`src/arp_cache_pkg.sv`:
```
// shared types and constants for the address resolution cache
`default_nettype none
package arp_cache_pkg;
    localparam int ENTRIES = 32;
    localparam int IDX_W = $clog2(ENTRIES);
    localparam int CNT_W = $clog2(ENTRIES + 1);
    localparam int MAX_RESULTS = 32;
    localparam logic [31:0] EXPIRE_AGE_RESET = 32'd300;

    typedef enum logic [2:0] {
        CMD_ADD    = 3'd0,
        CMD_REMOVE = 3'd1,
        CMD_LOOKUP = 3'd2,
        CMD_CLEAR  = 3'd3,
        CMD_TICK   = 3'd4,
        CMD_EXPIRE = 3'd5,
        CMD_DUMP   = 3'd6,
        CMD_BAD    = 3'd7
    } cmd_t;

    typedef enum logic [2:0] {
        ST_IDLE,
        ST_SCAN,
        ST_FINISH,
        ST_EMIT,
        ST_WAIT
    } state_t;

    // controller -> datapath
    typedef struct packed {
        logic            load;     // capture input beat, clear scan status
        logic            scan;     // evaluate slot idx for current command
        logic [IDX_W-1:0] idx;
        logic            finish;   // apply add/remove, build single result
        logic            emit;     // build dump result from slot idx
        logic            emit_last;
        logic            empty;    // dump with nothing to emit
        logic            out_take; // output register loaded
    } ctl_t;

    // datapath -> controller
    typedef struct packed {
        cmd_t            cmd;
        logic            slot_valid;
        logic            more_valid; // some valid slot above idx
        logic [6:0]      max_count;
    } sts_t;
endpackage
`default_nettype wire

```
`src/arp_cache_if.sv`:
```
// valid/ready channel interfaces for commands, results and configuration
`default_nettype none
interface arp_cmd_if;
    logic        valid;
    logic        ready;
    logic [2:0]  cmd;
    logic [31:0] ip_addr;
    logic [47:0] mac_addr;
    logic        make_static;
    logic [6:0]  max_count;
    modport source (output valid, cmd, ip_addr, mac_addr, make_static, max_count,
                    input ready);
    modport sink (input valid, cmd, ip_addr, mac_addr, make_static, max_count,
                  output ready);
endinterface

interface arp_res_if;
    logic        valid;
    logic        ready;
    logic        ok;
    logic [47:0] mac_out;
    logic [31:0] ip_out;
    logic        static_out;
    logic [31:0] stamp_out;
    logic        last;
    modport source (output valid, ok, mac_out, ip_out, static_out, stamp_out, last,
                    input ready);
    modport sink (input valid, ok, mac_out, ip_out, static_out, stamp_out, last,
                  output ready);
endinterface

interface arp_cfg_if;
    logic        valid;
    logic        ready;
    logic [31:0] data;
    modport source (output valid, data, input ready);
    modport sink (input valid, data, output ready);
endinterface
`default_nettype wire

```
`src/arp_cache_ctrl.sv`:
```
// command sequencer: walks the slots once per command and paces dump beats
`default_nettype none
module arp_cache_ctrl
    import arp_cache_pkg::*;
(
    input  wire logic clk,
    input  wire logic rst_n,
    input  wire logic in_valid,
    output logic      in_ready,
    output logic      out_valid,
    input  wire logic out_ready,
    input  wire sts_t sts,
    output ctl_t      ctl
);
    state_t state_reg, state_next;
    logic [IDX_W-1:0] idx_reg, idx_next;
    logic [6:0] sent_reg, sent_next;
    logic out_valid_reg, out_valid_next;
    logic [6:0] lim;
    logic at_end;

    always_ff @(posedge clk or negedge rst_n)
    begin
        if (!rst_n)
        begin
            state_reg <= ST_IDLE;
            idx_reg <= '0;
            sent_reg <= '0;
            out_valid_reg <= 1'b0;
        end
        else
        begin
            state_reg <= state_next;
            idx_reg <= idx_next;
            sent_reg <= sent_next;
            out_valid_reg <= out_valid_next;
        end
    end

    assign lim = (sts.max_count < 7'(MAX_RESULTS)) ? sts.max_count : 7'(MAX_RESULTS);
    assign at_end = (idx_reg == IDX_W'(ENTRIES - 1));
    assign out_valid = out_valid_reg;

    always_comb
    begin
        state_next = state_reg;
        idx_next = idx_reg;
        sent_next = sent_reg;
        out_valid_next = out_valid_reg && !out_ready;
        ctl = '0;
        ctl.idx = idx_reg;
        in_ready = 1'b0;
        unique case (state_reg)
            ST_IDLE:
            begin
                // the output register is separate, so a waiting result does not block
                in_ready = 1'b1;
                if (in_valid && in_ready)
                begin
                    ctl.load = 1'b1;
                    idx_next = '0;
                    sent_next = '0;
                    state_next = ST_SCAN;
                end
            end
            ST_SCAN:
            begin
                if (sts.cmd == CMD_DUMP)
                begin
                    if (sent_reg >= lim)
                        state_next = ST_FINISH;
                    else if (sts.slot_valid)
                        state_next = ST_EMIT;
                    else if (at_end)
                        state_next = ST_FINISH;
                    else
                        idx_next = idx_reg + IDX_W'(1);
                end
                else
                begin
                    ctl.scan = 1'b1;
                    if (at_end)
                        state_next = ST_FINISH;
                    else
                        idx_next = idx_reg + IDX_W'(1);
                end
            end
            ST_EMIT:
            begin
                // hold until the output register is free
                if (!out_valid_reg || out_ready)
                begin
                    ctl.emit = 1'b1;
                    ctl.out_take = 1'b1;
                    ctl.emit_last = (sent_reg + 7'd1 >= lim) || !sts.more_valid;
                    out_valid_next = 1'b1;
                    sent_next = sent_reg + 7'd1;
                    if (ctl.emit_last)
                        state_next = ST_IDLE;
                    else
                    begin
                        idx_next = idx_reg + IDX_W'(1);
                        state_next = ST_SCAN;
                    end
                end
            end
            ST_FINISH:
            begin
                if (sts.cmd == CMD_DUMP && sent_reg != 7'd0)
                    state_next = ST_IDLE;
                else if (!out_valid_reg || out_ready)
                begin
                    ctl.finish = 1'b1;
                    ctl.empty = (sts.cmd == CMD_DUMP);
                    ctl.out_take = 1'b1;
                    out_valid_next = 1'b1;
                    state_next = ST_IDLE;
                end
            end
            ST_WAIT:
            begin
                state_next = ST_IDLE;
            end
            default:
            begin
                state_next = ST_IDLE;
            end
        endcase
    end
endmodule
`default_nettype wire

```
`src/arp_cache_dp.sv`:
```
// entry store, scan status and result register
`default_nettype none
module arp_cache_dp
    import arp_cache_pkg::*;
(
    input  wire logic        clk,
    input  wire logic        rst_n,
    input  wire ctl_t        ctl,
    output sts_t             sts,
    input  wire logic [2:0]  in_cmd,
    input  wire logic [31:0] in_ip,
    input  wire logic [47:0] in_mac,
    input  wire logic        in_static,
    input  wire logic [6:0]  in_max,
    input  wire logic        cfg_we,
    input  wire logic [31:0] cfg_data,
    output logic             ok,
    output logic [47:0]      mac_out,
    output logic [31:0]      ip_out,
    output logic             static_out,
    output logic [31:0]      stamp_out,
    output logic             last
);
    logic [ENTRIES-1:0] valid_reg, static_reg;
    logic [31:0] ip_mem [ENTRIES];
    logic [47:0] mac_mem [ENTRIES];
    logic [31:0] stamp_mem [ENTRIES];
    logic [31:0] now_reg, age_limit_reg;

    cmd_t cmd_reg;
    logic [31:0] ip_reg;
    logic [47:0] mac_reg;
    logic static_in_reg;
    logic [6:0] max_reg;

    logic hit_reg, free_found_reg;
    logic [IDX_W-1:0] hit_idx_reg, free_idx_reg;
    logic [47:0] hit_mac_reg;

    logic [IDX_W-1:0] i;
    logic cur_valid, cur_match;
    logic [31:0] age;
    logic [IDX_W-1:0] wr_idx;
    logic wr_en;
    logic [ENTRIES-1:0] above_mask;

    assign i = ctl.idx;
    assign cur_valid = valid_reg[i];
    assign cur_match = cur_valid && (ip_mem[i] == ip_reg);
    assign age = now_reg - stamp_mem[i];
    assign wr_en = ctl.finish && cmd_reg == CMD_ADD && (hit_reg || free_found_reg);
    assign wr_idx = hit_reg ? hit_idx_reg : free_idx_reg;
    // slots strictly above idx
    assign above_mask = {{(ENTRIES-1){1'b1}}, 1'b0} << i;

    assign sts.cmd = cmd_reg;
    assign sts.slot_valid = cur_valid;
    assign sts.more_valid = |(valid_reg & above_mask);
    assign sts.max_count = max_reg;

    always_ff @(posedge clk)
    begin
        if (ctl.load)
        begin
            cmd_reg <= cmd_t'(in_cmd);
            ip_reg <= in_ip;
            mac_reg <= in_mac;
            static_in_reg <= in_static;
            max_reg <= in_max;
        end
        if (wr_en)
        begin
            ip_mem[wr_idx] <= ip_reg;
            mac_mem[wr_idx] <= mac_reg;
            stamp_mem[wr_idx] <= now_reg;
        end
        if (ctl.scan && cur_match && !hit_reg)
        begin
            hit_idx_reg <= i;
            hit_mac_reg <= mac_mem[i];
        end
        if (ctl.scan && !cur_valid && !free_found_reg)
            free_idx_reg <= i;
        if (ctl.out_take)
        begin
            if (ctl.emit)
            begin
                ok <= 1'b1;
                mac_out <= mac_mem[i];
                ip_out <= ip_mem[i];
                static_out <= static_reg[i];
                stamp_out <= stamp_mem[i];
                last <= ctl.emit_last;
            end
            else
            begin
                mac_out <= '0;
                ip_out <= '0;
                static_out <= 1'b0;
                stamp_out <= '0;
                last <= 1'b1;
                case (cmd_reg)
                    CMD_ADD:    ok <= hit_reg || free_found_reg;
                    CMD_REMOVE: ok <= hit_reg && !static_reg[hit_idx_reg];
                    CMD_LOOKUP:
                    begin
                        ok <= hit_reg;
                        mac_out <= hit_reg ? hit_mac_reg : 48'd0;
                    end
                    CMD_CLEAR, CMD_TICK, CMD_EXPIRE: ok <= 1'b1;
                    default:    ok <= 1'b0;
                endcase
            end
        end
    end

    always_ff @(posedge clk or negedge rst_n)
    begin
        if (!rst_n)
        begin
            valid_reg <= '0;
            static_reg <= '0;
            now_reg <= '0;
            age_limit_reg <= EXPIRE_AGE_RESET;
            hit_reg <= 1'b0;
            free_found_reg <= 1'b0;
        end
        else
        begin
            if (cfg_we)
                age_limit_reg <= cfg_data;
            if (ctl.load)
            begin
                hit_reg <= 1'b0;
                free_found_reg <= 1'b0;
                if (cmd_t'(in_cmd) == CMD_TICK)
                    now_reg <= now_reg + 32'd1;
            end
            if (ctl.scan)
            begin
                if (cur_match)
                    hit_reg <= 1'b1;
                if (!cur_valid)
                    free_found_reg <= 1'b1;
                if (cmd_reg == CMD_CLEAR && !static_reg[i])
                    valid_reg[i] <= 1'b0;
                if (cmd_reg == CMD_EXPIRE && cur_valid && !static_reg[i]
                    && age > age_limit_reg)
                    valid_reg[i] <= 1'b0;
            end
            if (wr_en)
            begin
                valid_reg[wr_idx] <= 1'b1;
                static_reg[wr_idx] <= static_in_reg;
            end
            if (ctl.finish && cmd_reg == CMD_REMOVE && hit_reg
                && !static_reg[hit_idx_reg])
                valid_reg[hit_idx_reg] <= 1'b0;
        end
    end
endmodule
`default_nettype wire

```
`src/address_resolution_cache.sv`:
```
// top level of the address resolution cache
// Usage: commands enter on cmd_ch (valid/ready), one beat per command; results
// leave on res_ch, one beat per command except dump, which gives one beat per
// emitted entry with last set on the final beat. The user must write
// expire_age on cfg_ch only while the block is idle; the block does not
// enforce this. expire_age resets to 300. Every command other than dump
// walks all 32 slots once, one slot per cycle; a dump walks the slots in
// order, pausing at each emitted entry while the output register is busy,
// and stops after its final beat.
// Reset clears all valid and static marks and the tick counter at once; no
// clearing pass is needed. The result sits in an output register; when the
// receiver stalls the block holds it and, for a dump, pauses the slot walk.
// A new command is taken as soon as the previous one has finished its walk,
// even while its last result still waits.
`default_nettype none
module address_resolution_cache
    import arp_cache_pkg::*;
(
    input wire logic clk,
    input wire logic rst_n,
    arp_cmd_if.sink   cmd_ch,
    arp_res_if.source res_ch,
    arp_cfg_if.sink   cfg_ch
);
    ctl_t ctl;
    sts_t sts;

    assign cfg_ch.ready = 1'b1;

    arp_cache_ctrl u_ctrl (
        .clk(clk),
        .rst_n(rst_n),
        .in_valid(cmd_ch.valid),
        .in_ready(cmd_ch.ready),
        .out_valid(res_ch.valid),
        .out_ready(res_ch.ready),
        .sts(sts),
        .ctl(ctl)
    );

    arp_cache_dp u_dp (
        .clk(clk),
        .rst_n(rst_n),
        .ctl(ctl),
        .sts(sts),
        .in_cmd(cmd_ch.cmd),
        .in_ip(cmd_ch.ip_addr),
        .in_mac(cmd_ch.mac_addr),
        .in_static(cmd_ch.make_static),
        .in_max(cmd_ch.max_count),
        .cfg_we(cfg_ch.valid),
        .cfg_data(cfg_ch.data),
        .ok(res_ch.ok),
        .mac_out(res_ch.mac_out),
        .ip_out(res_ch.ip_out),
        .static_out(res_ch.static_out),
        .stamp_out(res_ch.stamp_out),
        .last(res_ch.last)
    );
endmodule
`default_nettype wire
```
`src/flat_wrapper.sv`:
```
// flat-port wrapper written by rule: the top's interface ports become plain ports
module address_resolution_cache_flat import arp_cache_pkg::*;
  (clk, rst_n, cmd_ch_valid, cmd_ch_cmd, cmd_ch_ip_addr, cmd_ch_mac_addr, cmd_ch_make_static, cmd_ch_max_count, cmd_ch_ready, res_ch_valid, res_ch_ok, res_ch_mac_out, res_ch_ip_out, res_ch_static_out, res_ch_stamp_out, res_ch_last, res_ch_ready, cfg_ch_valid, cfg_ch_data, cfg_ch_ready);
  arp_cmd_if cmd_ch_i ();
  arp_res_if res_ch_i ();
  arp_cfg_if cfg_ch_i ();
  input wire logic clk;
  input wire logic rst_n;
  input wire logic [$bits(cmd_ch_i.valid)-1:0] cmd_ch_valid;
  input wire logic [$bits(cmd_ch_i.cmd)-1:0] cmd_ch_cmd;
  input wire logic [$bits(cmd_ch_i.ip_addr)-1:0] cmd_ch_ip_addr;
  input wire logic [$bits(cmd_ch_i.mac_addr)-1:0] cmd_ch_mac_addr;
  input wire logic [$bits(cmd_ch_i.make_static)-1:0] cmd_ch_make_static;
  input wire logic [$bits(cmd_ch_i.max_count)-1:0] cmd_ch_max_count;
  output wire logic [$bits(cmd_ch_i.ready)-1:0] cmd_ch_ready;
  output wire logic [$bits(res_ch_i.valid)-1:0] res_ch_valid;
  output wire logic [$bits(res_ch_i.ok)-1:0] res_ch_ok;
  output wire logic [$bits(res_ch_i.mac_out)-1:0] res_ch_mac_out;
  output wire logic [$bits(res_ch_i.ip_out)-1:0] res_ch_ip_out;
  output wire logic [$bits(res_ch_i.static_out)-1:0] res_ch_static_out;
  output wire logic [$bits(res_ch_i.stamp_out)-1:0] res_ch_stamp_out;
  output wire logic [$bits(res_ch_i.last)-1:0] res_ch_last;
  input wire logic [$bits(res_ch_i.ready)-1:0] res_ch_ready;
  input wire logic [$bits(cfg_ch_i.valid)-1:0] cfg_ch_valid;
  input wire logic [$bits(cfg_ch_i.data)-1:0] cfg_ch_data;
  output wire logic [$bits(cfg_ch_i.ready)-1:0] cfg_ch_ready;
  assign cmd_ch_i.valid = cmd_ch_valid;
  assign cmd_ch_i.cmd = cmd_ch_cmd;
  assign cmd_ch_i.ip_addr = cmd_ch_ip_addr;
  assign cmd_ch_i.mac_addr = cmd_ch_mac_addr;
  assign cmd_ch_i.make_static = cmd_ch_make_static;
  assign cmd_ch_i.max_count = cmd_ch_max_count;
  assign cmd_ch_ready = cmd_ch_i.ready;
  assign res_ch_valid = res_ch_i.valid;
  assign res_ch_ok = res_ch_i.ok;
  assign res_ch_mac_out = res_ch_i.mac_out;
  assign res_ch_ip_out = res_ch_i.ip_out;
  assign res_ch_static_out = res_ch_i.static_out;
  assign res_ch_stamp_out = res_ch_i.stamp_out;
  assign res_ch_last = res_ch_i.last;
  assign res_ch_i.ready = res_ch_ready;
  assign cfg_ch_i.valid = cfg_ch_valid;
  assign cfg_ch_i.data = cfg_ch_data;
  assign cfg_ch_ready = cfg_ch_i.ready;
  address_resolution_cache u_core (.clk(clk), .rst_n(rst_n), .cmd_ch(cmd_ch_i), .res_ch(res_ch_i), .cfg_ch(cfg_ch_i));
endmodule
```
`config.mk`:
```
export PLATFORM = sky130hd
export DESIGN_NAME = address_resolution_cache_flat
export DESIGN_NICKNAME = d
export VERILOG_FILES = /design/src/arp_cache_pkg.sv /design/src/arp_cache_if.sv /design/src/arp_cache_ctrl.sv /design/src/arp_cache_dp.sv /design/src/address_resolution_cache.sv /design/src/flat_wrapper.sv
export SDC_FILE = /design/constraint.sdc
export NUM_CORES = 2
export LEC_CHECK = 0
export BUFFER_PORTS_ARGS = -buffer_cell sky130_fd_sc_hd__buf_2
export CAP_MARGIN = 30
export CELL_PAD_IN_SITES_DETAIL_PLACEMENT = 0
export CELL_PAD_IN_SITES_GLOBAL_PLACEMENT = 1
export CORE_ASPECT_RATIO = 1.75
export CORE_MARGIN = 1
export CORE_UTILIZATION = 48
export CTS_CLUSTER_DIAMETER = 50
export DETAILED_ROUTE_END_ITERATION = 8
export PLACE_DENSITY = 0.74
export REMOVE_ABC_BUFFERS = 1
export SLEW_MARGIN = 20
export SYNTH_ARGS = -nofsm -noshare
export SYNTH_HDL_FRONTEND = slang
export SYNTH_SLANG_ARGS = --single-unit
```
`constraint.sdc`:
```
create_clock -name clk -period 20.3 [get_ports clk]
set_clock_uncertainty 0.1 [all_clocks]
set_input_delay 1.015 -clock clk [delete_from_list [all_inputs] [get_ports clk]]
set_output_delay 1.015 -clock clk [all_outputs]
set_load 0.02 [all_outputs]
```
# Word level (Yosys, flattened, before mapping)
# Memories as Yosys holds them, arrays and structs flattened.
# Index checks and enable logic that the tools add are counted.
[totals] regBits=410 ram_bits=3584 input_bits=128 out_inout_bits=118 word_cells=179 mem_count=3
[op_classes] add_sub_neg=4 magnitude_cmp=10 n_eq_ne=18 shifts=1 n_mux=70 n_bitwise=7 n_reduce_logical=42
[mem_list] memory="u_core.u_dp.mac_mem" depth=32 word_bits=48 read_ports=1 rd_ports_with_merged_regs=0 wr=1 line="arp_cache_dp.sv:26" text="logic [47:0] mac_mem [ENTRIES];"
[mem_list] memory="u_core.u_dp.ip_mem" depth=32 word_bits=32 read_ports=1 rd_ports_with_merged_regs=0 wr=1 line="arp_cache_dp.sv:25" text="logic [31:0] ip_mem [ENTRIES];"
[mem_list] memory="u_core.u_dp.stamp_mem" depth=32 word_bits=32 read_ports=1 rd_ports_with_merged_regs=0 wr=1 line="arp_cache_dp.sv:27" text="logic [31:0] stamp_mem [ENTRIES];"
[ops] op="2-to-1 mux 32 bit" n=6
[ops] op="2-to-1 mux 48 bit" n=3
[ops] op="AND 32 bit" n=4
[ops] op="NOT 32 bit" n=2
[ops] op="2-to-1 mux 5 bit" n=8
[ops] op="adder 32 x 1 -> 32 bit, second input constant" n=1
[ops] op="bitwise mux 32 bit" n=1
[ops] op="equality test 32 bit" n=1
[ops] op="> comparator 32 bit" n=1
[ops] op="OR 32 bit" n=1
[ops] op="OR reduction 32 bit" n=1
[ops] op="<< shifter 32 x 5 -> 32 bit, first input constant" n=1
[ops] op="subtractor 32 bit" n=1
[ops] op="2-to-1 mux 1 bit" n=27
[ops] op="2-to-1 mux 3 bit" n=8
[ops] op="2-to-1 mux 7 bit" n=3
[ops] op="logical AND 1 bit" n=20
[ops] op="< comparator 5 x 6 -> 1 bit, second input constant" n=3
[ops] op="binary-select mux 1 bit (select 5 bit)" n=3
[ops] op="demux 1 bit (select 5 bit)" n=3
[ops] op="greater-or-equal comparator 5 x 1 -> 1 bit, second input constant" n=3
[ops] op="case mux 5 bit (3 select lines)" n=1
[ops] op="greater-or-equal comparator 7 bit" n=2
[ops] op="case mux 7 bit (2 select lines)" n=1
[ops] op="other kinds (23)" n=47

# Depth between registers and ports, before layout
[logic_depth] ltp_word=15 mapped_depth=32 ltp_nobuf=26

# Cells and area by module
# A second synthesis with hierarchy kept.
[unflattened] cells_unflattened=7372 area_unflattened_um2=153537.3
[by_module_without_submodules] module="arp_cache_dp" instances=1 cells_per_inst=7219 area_each_um2=152186.0 seq_area_each_um2=118808.9
[by_module_without_submodules] module="arp_cache_ctrl" instances=1 cells_per_inst=151 area_each_um2=1340.0 seq_area_each_um2=400.4
[by_module_without_submodules] module="address_resolution_cache" instances=1 cells_per_inst=2 area_each_um2=11.3 seq_area_each_um2=0.0

# Least setup slack after synthesis
# OpenSTA, ideal clock, no wires.
[synth_path] kind="input-to-reg" start="input res_ch_ready" end="register u_core.u_dp.valid_reg[5]" setup_ps=87 t_arrival_ps=7491 t_required_ps=20113 slack_ps=12622 cell_stages=6 path_buffers=0 path_cell_list="nor2b_1 or4_1 nor2_1 nand2_1 nor2_1 o221a_2"
[synth_between] elab_chain_len=9 word_cells_on_any_way=12 cone_classes="mux: 5; bitwise: 1; reduce/logical: 6"
[synth_lines] element="start: declaration" line="flat_wrapper.sv:23" text="input wire logic [$bits(res_ch_i.ready)-1:0] res_ch_ready;"
[synth_lines] element="logical OR 1 bit (*)" line="arp_cache_ctrl.sv:111" text="else if (!out_valid_reg || out_ready)"
[synth_lines] element="2-to-1 mux 1 bit (*)" line="arp_cache_ctrl.sv:111"
[synth_lines] element="2-to-1 mux 1 bit (*)" line="arp_cache_ctrl.sv:109" text="if (sts.cmd == CMD_DUMP && sent_reg != 7'd0)"
[synth_lines] element="2-to-1 mux 1 bit (*)" line="arp_cache_ctrl.sv:53" text="unique case (state_reg)"
[synth_lines] element="logical AND 1 bit (2 in a row)" line="arp_cache_dp.sv:51" text="assign wr_en = ctl.finish && cmd_reg == CMD_ADD && (hit_reg || free_found_reg);"
[synth_lines] element="2-to-1 mux 32 bit" line="arp_cache_dp.sv:151" text="if (wr_en)"
[synth_lines] element="AND 32 bit (no source line)"
[synth_lines] element="2-to-1 mux 32 bit (*)" line="arp_cache_dp.sv:156" text="if (ctl.finish && cmd_reg == CMD_REMOVE && hit_reg"
[synth_lines] element="end signal: indexed assignment" line="arp_cache_dp.sv:149" text="valid_reg[i] <= 1'b0;"
[synth_lines] element="end signal: indexed assignment" line="arp_cache_dp.sv:153" text="valid_reg[wr_idx] <= 1'b1;"
[synth_lines] element="end signal: indexed assignment" line="arp_cache_dp.sv:158" text="valid_reg[hit_idx_reg] <= 1'b0;"
[synth_lines] element="end: declaration" line="arp_cache_dp.sv:24" text="logic [ENTRIES-1:0] valid_reg, static_reg;"
# Every way passes the cells marked *; elsewhere a longest branch is shown, timed or not.
# A chain may end at the register's enable or synchronous reset.

# Worst setup path after layout
[layout_path] start="register u_core.u_ctrl.idx_reg[1]" end="register u_core.u_dp.valid_reg[14]"
[layout_between] elab_chain_len=15 word_cells_on_any_way=28 cone_classes="add/sub: 1; order compare: 3; mux: 12; bitwise: 5; reduce/logical: 6; memory: 1"
[layout_lines] element="start: declaration" line="arp_cache_ctrl.sv:16" text="logic [IDX_W-1:0] idx_reg, idx_next;"
[layout_lines] element="start signal: assignment" line="arp_cache_ctrl.sv:34" text="idx_reg <= idx_next;"
[layout_lines] element="parallel branches: the longest is 9 deep, another holds memory read (32 x 32 bit)"
[layout_lines] element="2-to-1 mux 32 bit (*)" line="arp_cache_dp.sv:147" text="if (cmd_reg == CMD_EXPIRE && cur_valid && !static_reg[i]"
[layout_lines] element="2-to-1 mux 32 bit (*)" line="arp_cache_dp.sv:139" text="if (ctl.scan)"
[layout_lines] element="OR 32 bit (no source line)"
[layout_lines] element="2-to-1 mux 32 bit (*)" line="arp_cache_dp.sv:151"
[layout_lines] element="AND 32 bit (no source line)"
[layout_lines] element="2-to-1 mux 32 bit (*)" line="arp_cache_dp.sv:156"
# Mark *: on every way between the ends. The select of a mux whose other input is x is not followed.

==> out/results.tsv <==
stage	metric	value	unit
sta	Slew @ Worst Pin	1050	ps
floorplan	placement row count	274	
clock_tree	Clock Pin Slew Worst Setup and Hold Paths	60	ps
logic_synthesis	mux cell area share after synthesis	13.5	%
logic_synthesis	Synth area leader	edfxtp_1	
clock_tree	Post-CTS Setup Inserts	0	
power	VDD IR max	67.3	uV
layout	footprint of the multi-input gates	0.0330	sq mm
worst_hold_path	WHS Path Cells	1	
logic_synthesis	EDFF count, synth	3848	
logic_synthesis	Syn. warnings	0	
layout	design area	0.174	sq mm
floorplan	CORE AREA	0.318	sq mm
floorplan	Chip Width	430	um
logic_synthesis	Distinct cells, synth	86	
logic_synthesis	post-synthesis sequential area ratio	77.4	%
critical_path	worst r2r src	u_core.u_ctrl.idx_reg[1]	
layout	largest register by flop count	u_core.u_dp.mac_mem	
worst_hold_path	hold crit path type	in2reg	
clock_tree	clk_lat worst skew	910	ps
logic_synthesis	simple-gate portion of the synthesized area	2.68	%
logic_synthesis	largest cells by area after synthesis	edfxtp_1, mux4_2, mux2i_1	
floorplan	Ports	246	
sta	Setup WS post-layout	10090	ps
place	post-DP HPWL	235000	um
power	pwr/cell area	96.2	mW/mm^2
critical_path	crit-path max FO	66	
floorplan	starting density of the core	48.3	%
grt	GRT Util Overall	27.4	%
logic_synthesis	largest family of logic cells by synthesized area	multiplexers	
sta	Hold Fails Final Rpt	0	
critical_path	startpoint types	flip-flop	
logic_synthesis	Syn Inst Count	7434	
critical_path	Worst Path Required	20970	ps
clock_tree	H-Tree Depth	5	
layout	Layout Utilization	54.5	%
critical_path	crit-path cells	buf_4 -> buf_4 -> buf_4 -> mux4_2 -> a22oi_1 -> and4_1 -> ha_1 -> a21o_1 -> a221o_1 -> a31oi_1 -> a31oi_1 -> o21ai_0 -> o2111ai_1 -> a21oi_1 -> xnor2_1 -> ha_1 -> nand4_1 -> nor4_1 -> o21ai_0 -> a41oi_1 -> nand2_1 -> o31a_1	
layout	Post-Layout Cell Count	12400	
grt	largest net degree at the start of global routing	122	
clock_tree	CTS max path bufs	4	
logic_synthesis	post-synthesis async set-or-reset flop share	3.66	%
clock_tree	Num CTS Buffers	359	
logic_synthesis	mapped cell area	0.154	sq mm
clock_tree	CTS tree	yes	
worst_hold_path	WHS Endpoint	u_core.u_dp.mac_reg[42]	
logic_synthesis	Post-Synth XOR/XNOR Area	0.535	%
power	P_leak	56.5	nW
route	starting DRC count in detailed routing	10400	
critical_path	WS Path Type	reg2reg	
floorplan	DIE AREA	0.323	sq mm
sta	crit share post-route	50.3	%
route	average routed wire per standard cell	36.3	um
sta	Rel. slew slack	30.2	%
route	routed wire length	448000	um
critical_path	critical path arrival	10880	ps
sta	FMAX	98.0	MHz
layout	layout cell share with drive strength beyond 1	23.0	%
route	DRC viols	0	
flow_run	Max Cap Violations	0	
worst_hold_path	hold path start	cmd_ch_mac_addr[42]	
sta	minimum clock period	10210	ps
route	drt pass-1 iters	6	
critical_path	Reg2Reg Depth	22	
layout	max reg flops	1536	
critical_path	crit end category	flip-flop	
sta	max-slew violation count	0	
logic_synthesis	top cell type's share of synthesized area	75.1	%
logic_synthesis	post-synthesis compound-gate area fraction	3.76	%
power	Power Internal	13.1	mW
critical_path	Critical Path Slowest Stage Cell	dfrtp_4	
logic_synthesis	post-synthesis register bit count	3994	
critical_path	most frequent cell on the critical path	buf_4	
route	Antenna Nets Post-Route	0	
layout	Final nets	8145	
place	Placed Cells	11700	
logic_synthesis	syn avg cell area	20.7	sq um
sta	final setup fails	0	
floorplan	Die Y-Extent	751	um
power	Clock power frac	40.8	%
place	Area after DPL	0.161	sq mm
critical_path	reg2reg end	u_core.u_dp.valid_reg[14]	
sta	setup TNS	0	ps
power	combinational fraction of design power	4.9	%
layout	fill cell count	23800	
layout	register area	0.119	sq mm
power	Sw Ratio	21.5	%
critical_path	Worst path max stage delay	1070	ps
sta	RSZ-0062 raised after global routing	no	
route	Via Count	80200	
layout	Top Registers	u_core.u_dp.mac_mem: 1536 flops, u_core.u_dp.ip_mem: 1024 flops, u_core.u_dp.stamp_mem: 1024 flops	
clock_tree	clk sinks	3994	
place	worst slack, placed	10310	ps
place	I/O Buffers	244	
grt	total gr overflow	0	
layout	P&R area growth vs syn	12.8	%
critical_path	flop-to-flop setup slack	10090	ps
outcome	status	completed	
logic_synthesis	adder-cell share of the synthesized area	0.735	%
logic_synthesis	Top FF cell, synth	edfxtp_1	
grt	initial antenna violation count	14	
grt	vias in the first global route	80300	
clock_tree	CTS root buf	clkbuf_16	
route	Avg Vias per Cell	6.49	
power	Seq pwr share	54.3	%
grt	global-route wire length before repair	620000	um
power	Sw Pwr	3.59	mW
place	GPL Wtd Cong	0.918	
==> what timing repair did <==
action | in CTS | in global routing
gates resized for setup | 0 | 0
hold buffers | 0 | 1
hold endpoints to repair | 0 | 9
==> power by group through the flow <==
stage	sequential (mW)	clock, mW	combinational (mW)
final	9.08	6.82	0.818
after global routing	9.08	7.17	0.882
after CTS	9.11	6.89	0.780
after detailed placement	9.29	0	0.777
after global placement	9.28	0	0.752
after floorplan	9.36	0	1.37
==> layout by cell type, fill, tap and decap left out, types with 19 or more instances in the layout <==
master / instances
edfxtp_1: 3848
mux4_2: 698
mux2i_1: 439
clkbuf_16: 365
a22oi_1: 320
buf_2: 243
nand2_1: 229
o22ai_1: 205
buf_4: 177
nor2_1: 134
dfrtp_1: 133
nand3_1: 95
ha_1: 88
o21ai_0: 77
nand4_1: 74
clkinv_1: 68
clkinv_2: 66
a21oi_1: 61
xnor2_1: 61
inv_1: 58
clkbuf_1: 54
buf_8: 44
mux2_2: 37
nor4_1: 36
nor2_4: 35
and4_1: 34
xor2_1: 33
bufinv_16: 31
buf_16: 27
buf_12: 26
clkinvlp_4: 25
a21o_1: 24
nor3_1: 21
a22o_1: 20
a31oi_1: 19
==> cell families after synthesis <==
group / count (synthesis)
mux: 1181
simple gates: 789
xor+xnor: 94
other cells: 2
compound gates: 833
buf+inv: 451
flops: 3994
fa+ha+maj: 90
==> how the worst max path moves through the flow <==
stage	cells after the start	endpoint	startpoint	slack, ps
floorplan	25	u_core.u_dp.valid_reg[0]	u_core.u_ctrl.idx_reg[0]	-26160
global placement	24	u_core.u_dp.valid_reg[26]	u_core.u_ctrl.idx_reg[0]	10330
detailed placement	22	u_core.u_dp.valid_reg[26]	u_core.u_ctrl.idx_reg[1]	10310
CTS	22	u_core.u_dp.valid_reg[14]	u_core.u_ctrl.idx_reg[1]	10280
global route	22	u_core.u_dp.valid_reg[14]	u_core.u_ctrl.idx_reg[1]	9960
finish	22	u_core.u_dp.valid_reg[14]	u_core.u_ctrl.idx_reg[1]	10090
==> cells in the mapped netlist, types with 88 or more instances <==
library cell	count
a22oi_1	320
buf_2	116
clkbuf_1	206
dfrtp_1	142
edfxtp_1	3848
ha_1	88
mux2i_1	439
mux4_2	698
nand2_1	229
nand3_1	96
nor2_1	169
o22ai_1	205
==> stage by stage <==
step / hold slack, ps / total power [mW]
2_1_floorplan: 370 / 10.7
3_3_place_gp: 390 / 10.0
3_5_place_dp: 402 / 10.1
4_1_cts: 100 / 16.8
5_1_grt: 129 / 17.1
6_report: 156 / 16.7
==> cell type report <==
cell class                      instances  area share [%]
Antenna cell                            2         0.00288
Timing Repair Buffer                  520            2.59
Tap cell                             4140            2.98
Multi-Input combinational cell       2991            19.0
Clock buffer                          423            5.41
Inverter                               62           0.137
Clock inverter                        224            1.26
Sequential cell                      3994            68.6
==> layer usage <==
metal / vias to the layer above / GRT usage, % / part of all wire [%]
li1: 32000 / - / -
met1: 42900 / 34.7 / 36
met4: 10 / 11.4 / 4.7
met2: 4385 / 47.4 / 51
met5: - / 0 / 0.013
met3: 920 / 3.71 / 7.8
==> critical path: cells and delay by family, from the launching register on <==
family          cells  cell delay (ps)
flops               1             1070
compound gates     11             3740
simple gates        4             1380
mux                 1              410
buf+inv             3             2430
fa+ha+maj           2              650
xor+xnor            1              110
No activity file was read; power rests on OpenSTA's default activity.
